===== src/rtl/ldr_pkg.sv =====
// Shared constants, types and arithmetic helpers for the reflection core.
package ldr_pkg;

  // Default configuration of the core.
  localparam int unsigned DefOrder      = 10;
  localparam int unsigned DefSampleBits = 16;

  // Fixed widths of the item fields and internal number formats.
  localparam int unsigned SampleW = 16;
  localparam int unsigned ReflW   = 16;
  localparam int unsigned IdxW    = 5;
  localparam int unsigned LagW    = 48;
  localparam int unsigned CoefW   = 32;
  localparam int unsigned QFrac   = 27;

  // Saturation bounds of the lag accumulators.
  localparam logic signed [LagW-1:0] LagMax = {1'b0, {(LagW-1){1'b1}}};
  localparam logic signed [LagW-1:0] LagMin = {1'b1, {(LagW-1){1'b0}}};

  // One input item as it travels from the front part to the back part.
  typedef struct packed {
    logic signed [SampleW-1:0] sample;
    logic                      block_end;
  } ldr_item_t;

  // Saturate a 64-bit value to the signed 32-bit range.
  function automatic logic signed [CoefW-1:0] sat32(input logic signed [63:0] v);
    logic signed [63:0] hi;
    logic signed [63:0] lo;
    hi = 64'sd2147483647;
    lo = -64'sd2147483648;
    if (v > hi) begin
      sat32 = 32'sh7fffffff;
    end else if (v < lo) begin
      sat32 = 32'sh80000000;
    end else begin
      sat32 = v[CoefW-1:0];
    end
  endfunction

endpackage


===== src/rtl/ldr_front.sv =====
// Front part: sign-adjusts input items and feeds a short queue to the back part.
module ldr_front import ldr_pkg::*; #(
  parameter int unsigned SampleBits = DefSampleBits
) (
  input  logic                      clk_i,
  input  logic                      rst_ni,
  input  logic                      push_i,
  output logic                      full_o,
  input  logic signed [SampleW-1:0] sample_i,
  input  logic                      block_end_i,
  output logic                      q_valid_o,
  input  logic                      q_take_i,
  output ldr_item_t                 q_item_o
);

  localparam int unsigned Depth = 2;

  ldr_item_t  mem_q [Depth];
  logic       wr_q, wr_d;
  logic       rd_q, rd_d;
  logic [1:0] cnt_q, cnt_d;
  logic       do_push, do_pop;
  ldr_item_t  in_item;

  // Keep only the low SampleBits of the sample, sign-extended.
  always_comb begin
    in_item.sample    = SampleW'($signed(sample_i[SampleBits-1:0]));
    in_item.block_end = block_end_i;
  end

  assign full_o    = (cnt_q == 2'(Depth));
  assign q_valid_o = (cnt_q != 2'd0);
  assign q_item_o  = mem_q[rd_q];
  assign do_push   = push_i && !full_o;
  assign do_pop    = q_take_i && q_valid_o;

  // Queue pointers and fill count.
  always_comb begin
    wr_d  = do_push ? ~wr_q : wr_q;
    rd_d  = do_pop ? ~rd_q : rd_q;
    cnt_d = cnt_q + {1'b0, do_push} - {1'b0, do_pop};
  end

  always_ff @(posedge clk_i or negedge rst_ni) begin
    if (!rst_ni) begin
      wr_q  <= 1'b0;
      rd_q  <= 1'b0;
      cnt_q <= 2'd0;
    end else begin
      wr_q  <= wr_d;
      rd_q  <= rd_d;
      cnt_q <= cnt_d;
    end
  end

  // Queue storage.
  always_ff @(posedge clk_i) begin
    if (do_push) begin
      mem_q[wr_q] <= in_item;
    end
  end

  assert property (@(posedge clk_i) disable iff (!rst_ni) cnt_q <= 2'(Depth))
    else $error("queue count out of range");
  assert property (@(posedge clk_i) disable iff (!rst_ni)
    (full_o && !do_pop) |=> full_o)
    else $error("queue lost an item");
  assert property (@(posedge clk_i) disable iff (!rst_ni)
    (!q_valid_o && !do_push) |=> !q_valid_o)
    else $error("queue invented an item");

endmodule


===== config.mk =====
export PLATFORM = sky130hd
export DESIGN_NAME = ldr_front
export DESIGN_NICKNAME = d
export VERILOG_FILES = /design/src/rtl/ldr_pkg.sv /design/src/rtl/ldr_front.sv
export SDC_FILE = /design/constraint.sdc
export NUM_CORES = 1
export LEC_CHECK = 0
export BUFFER_PORTS_ARGS = -buffer_cell sky130_fd_sc_hd__buf_2
export CELL_PAD_IN_SITES_DETAIL_PLACEMENT = 0
export CELL_PAD_IN_SITES_GLOBAL_PLACEMENT = 2
export CORE_MARGIN = 2
export CORE_UTILIZATION = 36
export CTS_CLUSTER_DIAMETER = 100
export DETAILED_ROUTE_END_ITERATION = 10
export PLACE_DENSITY = 0.77
export SETUP_SLACK_MARGIN = 0.15
export SYNTH_ARGS = -nofsm -noshare
export SYNTH_HDL_FRONTEND = slang
export SYNTH_SLANG_ARGS = --single-unit
export TNS_END_PERCENT = 1

===== constraint.sdc =====
create_clock -name clk_i -period 1.9 [get_ports clk_i]
set_input_delay 0.19 -clock clk_i [delete_from_list [all_inputs] [get_ports clk_i]]
set_output_delay 0.19 -clock clk_i [all_outputs]
set_load 0.01 [all_outputs]

# After elaboration in Yosys (flattened, before gate mapping)
# Memories as Yosys holds them, arrays and structs flattened.
# Cells that the tools add are included.
dict set report word_totals {
  memories 1
  out_inout_bits 19
  ram_bits 34
  reg_bits 4
  input_bits 21
  wordCells 15
}
# name words width rd rd_ports_with_merged_regs write_ports line
set mem_list {}
lappend mem_list {mem_q 2 17 1 0 1 ldr_front.sv:18} ;# ldr_item_t mem_q [Depth];
dict set report classes {
  bitwise_logic 2
  addsub 2
  reduce_logical 4
  n_mux 2
  n_eq_ne 1
}
# op n
set ops {}
lappend ops {{adder 2 x 1 -> 2 bit} 1}
lappend ops {{equality test 2 bit (second input constant)} 1}
lappend ops {{logical AND 1 bit} 2}
lappend ops {{two-way mux 1 bit} 2}
lappend ops {{NOT 1 bit} 2}
lappend ops {{nonzero test 2 bit} 1}
lappend ops {{subtractor 2 x 1 -> 2 bit} 1}
lappend ops {{zero test 1 bit} 1}

# Longest topological paths before layout
dict set report logic_depth {
  depth_word 5
  depth_mapped 7
  ltp_nobuf 7
}

# Least setup slack after synthesis
# OpenSTA, ideal clock, no wires.
dict set report synth_path {
  path_type {reg2reg}
  startpoint {register cnt_q[1]}
  endpoint {memory mem_q[0][0] in the netlist's numbering, enable pin}
  path_buffers 0
  setup_ps 390
  required_ps 1510
  path_stages_with_launch 4
  period_less_slack_ps 1714
  t_arrival_ps 1324
  slack_ps 186
  path_cell_list {dfrtp_1 > nand2b_1 > nand2_1 > nor2_1}
}
dict set report synth_via {
  elab_chain_cells 5
}
# element line
set synth_rtl {}
lappend synth_rtl {{start: declaration} ldr_front.sv:21} ;# logic [1:0] cnt_q, cnt_d;
lappend synth_rtl {{start signal: assignment} ldr_front.sv:52} ;# cnt_q <= cnt_d;
lappend synth_rtl {{equality test 2 bit} ldr_front.sv:31} ;# assign full_o = (cnt_q == 2'(Depth));
lappend synth_rtl {{zero test 1 bit} ldr_front.sv:34} ;# assign do_push = push_i && !full_o;
lappend synth_rtl {{logical AND 1 bit} ldr_front.sv:34}
lappend synth_rtl {{two-way mux 1 bit} ldr_front.sv:58} ;# if (do_push) begin
lappend synth_rtl {{two-way mux 1 bit (implied by the code)} ldr_front.sv:59} ;# mem_q[wr_q] <= in_item;
lappend synth_rtl {{end: declaration} ldr_front.sv:18}
# Every way passes these cells.

# Final worst setup path
dict set report layout_path {
  startpoint {register cnt_q[1]}
  endpoint {register cnt_q[1]}
}
dict set report layout_via {
  word_cells_on_any_way 7
  classes_between {add/sub (2); eq/ne (1); reduce/logical (4)}
}
# element line
set layout_rtl {}
lappend layout_rtl {{nonzero test 2 bit} ldr_front.sv:32} ;# assign q_valid_o = (cnt_q != 2'd0);
lappend layout_rtl {{logical AND 1 bit} ldr_front.sv:35} ;# assign do_pop = q_take_i && q_valid_o;
lappend layout_rtl {{net do_pop} ldr_front.sv:22} ;# logic do_push, do_pop;
lappend layout_rtl {{subtractor 2 x 1 -> 2 bit} ldr_front.sv:41} ;# cnt_d = cnt_q + {1'b0, do_push} - {1'b0, do_pop};
lappend layout_rtl {{net cnt_d[1]} ldr_front.sv:21}
# The timed path passes the listed nets, and every way through them passes these cells.
# A chain may end at the register's enable or synchronous reset.

==> metrics.txt <==
Pwr Density=roughly 1500 mW/mm^2; Cell Count, Final, Fillers Out=170; Avg WL per Cell=around 14 um; Iteration-0 DRC Markers=36; static leakage=between 0.7 and 0.8 nW; Ant. Diodes=0; Slew Limit Fails=0; commonest non-fill, non-tap cells in the layout=39 x buf_2, 34 x edfxtp_1, 9 x mux2_4; largest net degree at the start of global routing=18; hold_ws=about 0.094 ns; Routed WL=2300 um; Pint=between 1.5 and 2 mW; Worst Path Arrival=approximately 1.9 ns; worst-path maximum fanout=3; register area=0.00112 mm^2; clock skew=roughly 0.0033 ns; Final min period=about 1.7 ns; syn_area_per_cell=a little over 20 um^2; Max-cap violations=0; Multi-input gate area=between 300 and 400 um^2; Slew HR=roughly 83%; area of the mapped netlist=0.00147 mm^2; # setup viols final=0; Worst Max-Slew Pin Slew=~0.25 ns; Sw Pwr=a little under 800 uW; first-pass GRT wire length=3390 um; IO Port Bufs=39; Filler Cells Inserted=about 360; Nets=roughly 140; Skew-Pair Late Insertion Delay=~0.28 ns; sequential cell area fraction in the yosys report=about three quarters; VDD IR max=roughly 0.71 mV; Die X=between 60 and 70 um; I/O pin count=40; reg-to-reg critical path endpoint=cnt_q[1]$_DFF_PN0_; Syn-to-layout area delta=25.5%; ANT nets after route=0; die height=67.9 um; vias per cell=~4.3; Setup TNS Final=0 ns; Detail Placement HPWL=1580 um; commonest non-fill, non-tap cell in the layout=buf_2; Hold EP=mem_q[1][6]$_DFFE_PP_; row count=23; Sink Count=38; clock share of power=between 20 and 25%; htree depth=2; startpoint types=flop; clock slew seen by the registers of the worst setup and hold paths=0.07 ns; Sw Share=between 20% and 30%; fraction of final layout cells sized beyond drive strength 1=approximately 51%; status=complete, no violations; HP Start=sample_i[5]; worst hold stages=1; placed cells=161; FF-to-FF setup slack=0.23 ns; CP endpoint kind=flop; period utilisation layout=~88%; Worst Path Class, Setup=reg -> reg; RSZ-0062 raised after global routing=false; DRC=0; Max Clk Rate=599 MHz; placed standard-cell area=roughly 0.0017 mm^2; root buffer cell=clkbuf_8; clk buf depth=2; TritonCTS buffer count=5; Crit Reg-Reg Startpoint=cnt_q[1]$_DFF_PN0_; Distinct cells, synth=15; core area=~0.004 mm^2; Initial Util=37.1%; Synth Instances=about 70; Worst EP required=roughly 2.1 ns; global route overflow=0; Final Cell Area=about 0.0018 mm^2; placer's final routability congestion estimate=~0.6; Post-CTS Setup Bufs=0; initial antenna violation count=0; Synthesized Nets=94; Total GRT Usage=10.9%; Hold Crit Class=in -> reg; vias in the first global route=between 700 and 800; router iterations before antenna repair=3; CTS tree=done; number of synthesized register bits=38; Synth warnings=0; R2R depth=7; final number of hold-violating endpoints=0; Comb pwr share=about 34%; full die area=between 0.004 and 0.005 mm^2; overall via count from detail_route=roughly 740; sequential share of power=a little under half
[flip-flops by register name, indices dropped and copies added, names as in the netlist]
register / count
wr_q: 1
mem_q: 34
cnt_q: 2
rd_q: 1
[per-layer routing]
metal | vias to the layer above | part of all wire, % | GRT usage [%]
met2 | 24 | 52 | 18.1
met5 | - | 0 | 0
met4 | 0 | 1.2 | 7.50
li1 | 361 | - | -
met1 | 352 | 40 | 11.1
met3 | 2 | 6.3 | 4.61
[worst max path at each step]
stage | cells past startpoint | startpoint | end | slack [ns]
after floorplan | 3 | cnt_q[1]$_DFF_PN0_ | mem_q[0][0]$_DFFE_PP_ | 0.19
after global placement | 7 | cnt_q[1]$_DFF_PN0_ | cnt_q[1]$_DFF_PN0_ | 0.28
final | 7 | cnt_q[1]$_DFF_PN0_ | cnt_q[1]$_DFF_PN0_ | 0.23
after detailed placement | 7 | cnt_q[1]$_DFF_PN0_ | cnt_q[1]$_DFF_PN0_ | 0.22
after global routing | 7 | cnt_q[1]$_DFF_PN0_ | cnt_q[1]$_DFF_PN0_ | 0.16
after CTS | 3 | rd_q$_DFFE_PN0P_ | q_item_o[0] | 0.20
[worst max-delay path, cell delays in order, from the launching register on]
cell and delay, ns:
dfrtp_1 0.41, or2_1 0.25, and2_4 0.17, ha_1 0.27
inv_1 0.04, ha_1 0.18, xnor2_1 0.16, xnor2_1 0.14
[area by class of cell]
type | count | share of cell area, %
Sequential cell | 38 | 60.8
Multi-Input combinational cell | 29 | 17.5
Clock buffer | 7 | 4.67
Tap cell | 50 | 3.39
Clock inverter | 1 | 0.271
Inverter | 2 | 0.407
Timing Repair Buffer | 43 | 13.0
[cells by family (layout without fill, tap and decap cells)]
logic type                 Yosys count  in the layout  synth area share, %
buffers and inverters                4             53                 2.04
DFF                                 38             38                 76.2
xor gates and xnor gates             4              4                 2.38
muxes                               17             17                 15.3
adders and majority gates            2              2                 1.70
and+or+nand+nor                      6              6                 2.38
[synth_stat cells, drive strengths merged]
cell type | count | area, um^2
buf | 2 | 22.5
nor2 | 1 | 3.75
and2 | 1 | 8.76
nand2 | 1 | 3.75
or2 | 1 | 6.26
ha | 2 | 25.0
inv | 2 | 7.51
xnor2 | 3 | 26.3
dfrtp | 4 | 100
mux2 | 17 | 225
and3 | 1 | 6.26
xor2 | 1 | 8.76
edfxtp | 34 | 1020
nand2b | 1 | 6.26
[metrics by stage]
stage	utilization [%]	setup WS (ns)	power, mW
2_1_floorplan	-	0.186	1.88
3_3_place_gp	43.9	0.280	2.18
3_5_place_dp	43.9	0.218	2.21
4_1_cts	46.5	0.196	2.77
5_1_grt	46.5	0.158	2.89
6_report	46.5	0.229	2.72
[power by group through the flow]
stage	logic, mW	clock network, mW	registers (mW)
after floorplan	0.661	0	1.22
after global placement	0.931	0	1.25
after detailed placement	0.949	0	1.27
after CTS	0.949	0.571	1.25
after global routing	1.01	0.610	1.27
final	0.921	0.548	1.25
[timing repair]
item                       4_1_cts  5_1_grt
hold buffers                     1        0
hold endpoints to repair         4        0
resized for setup                0        1
setup endpoints to repair        0        2
No activity file was read; power rests on OpenSTA's default activity.
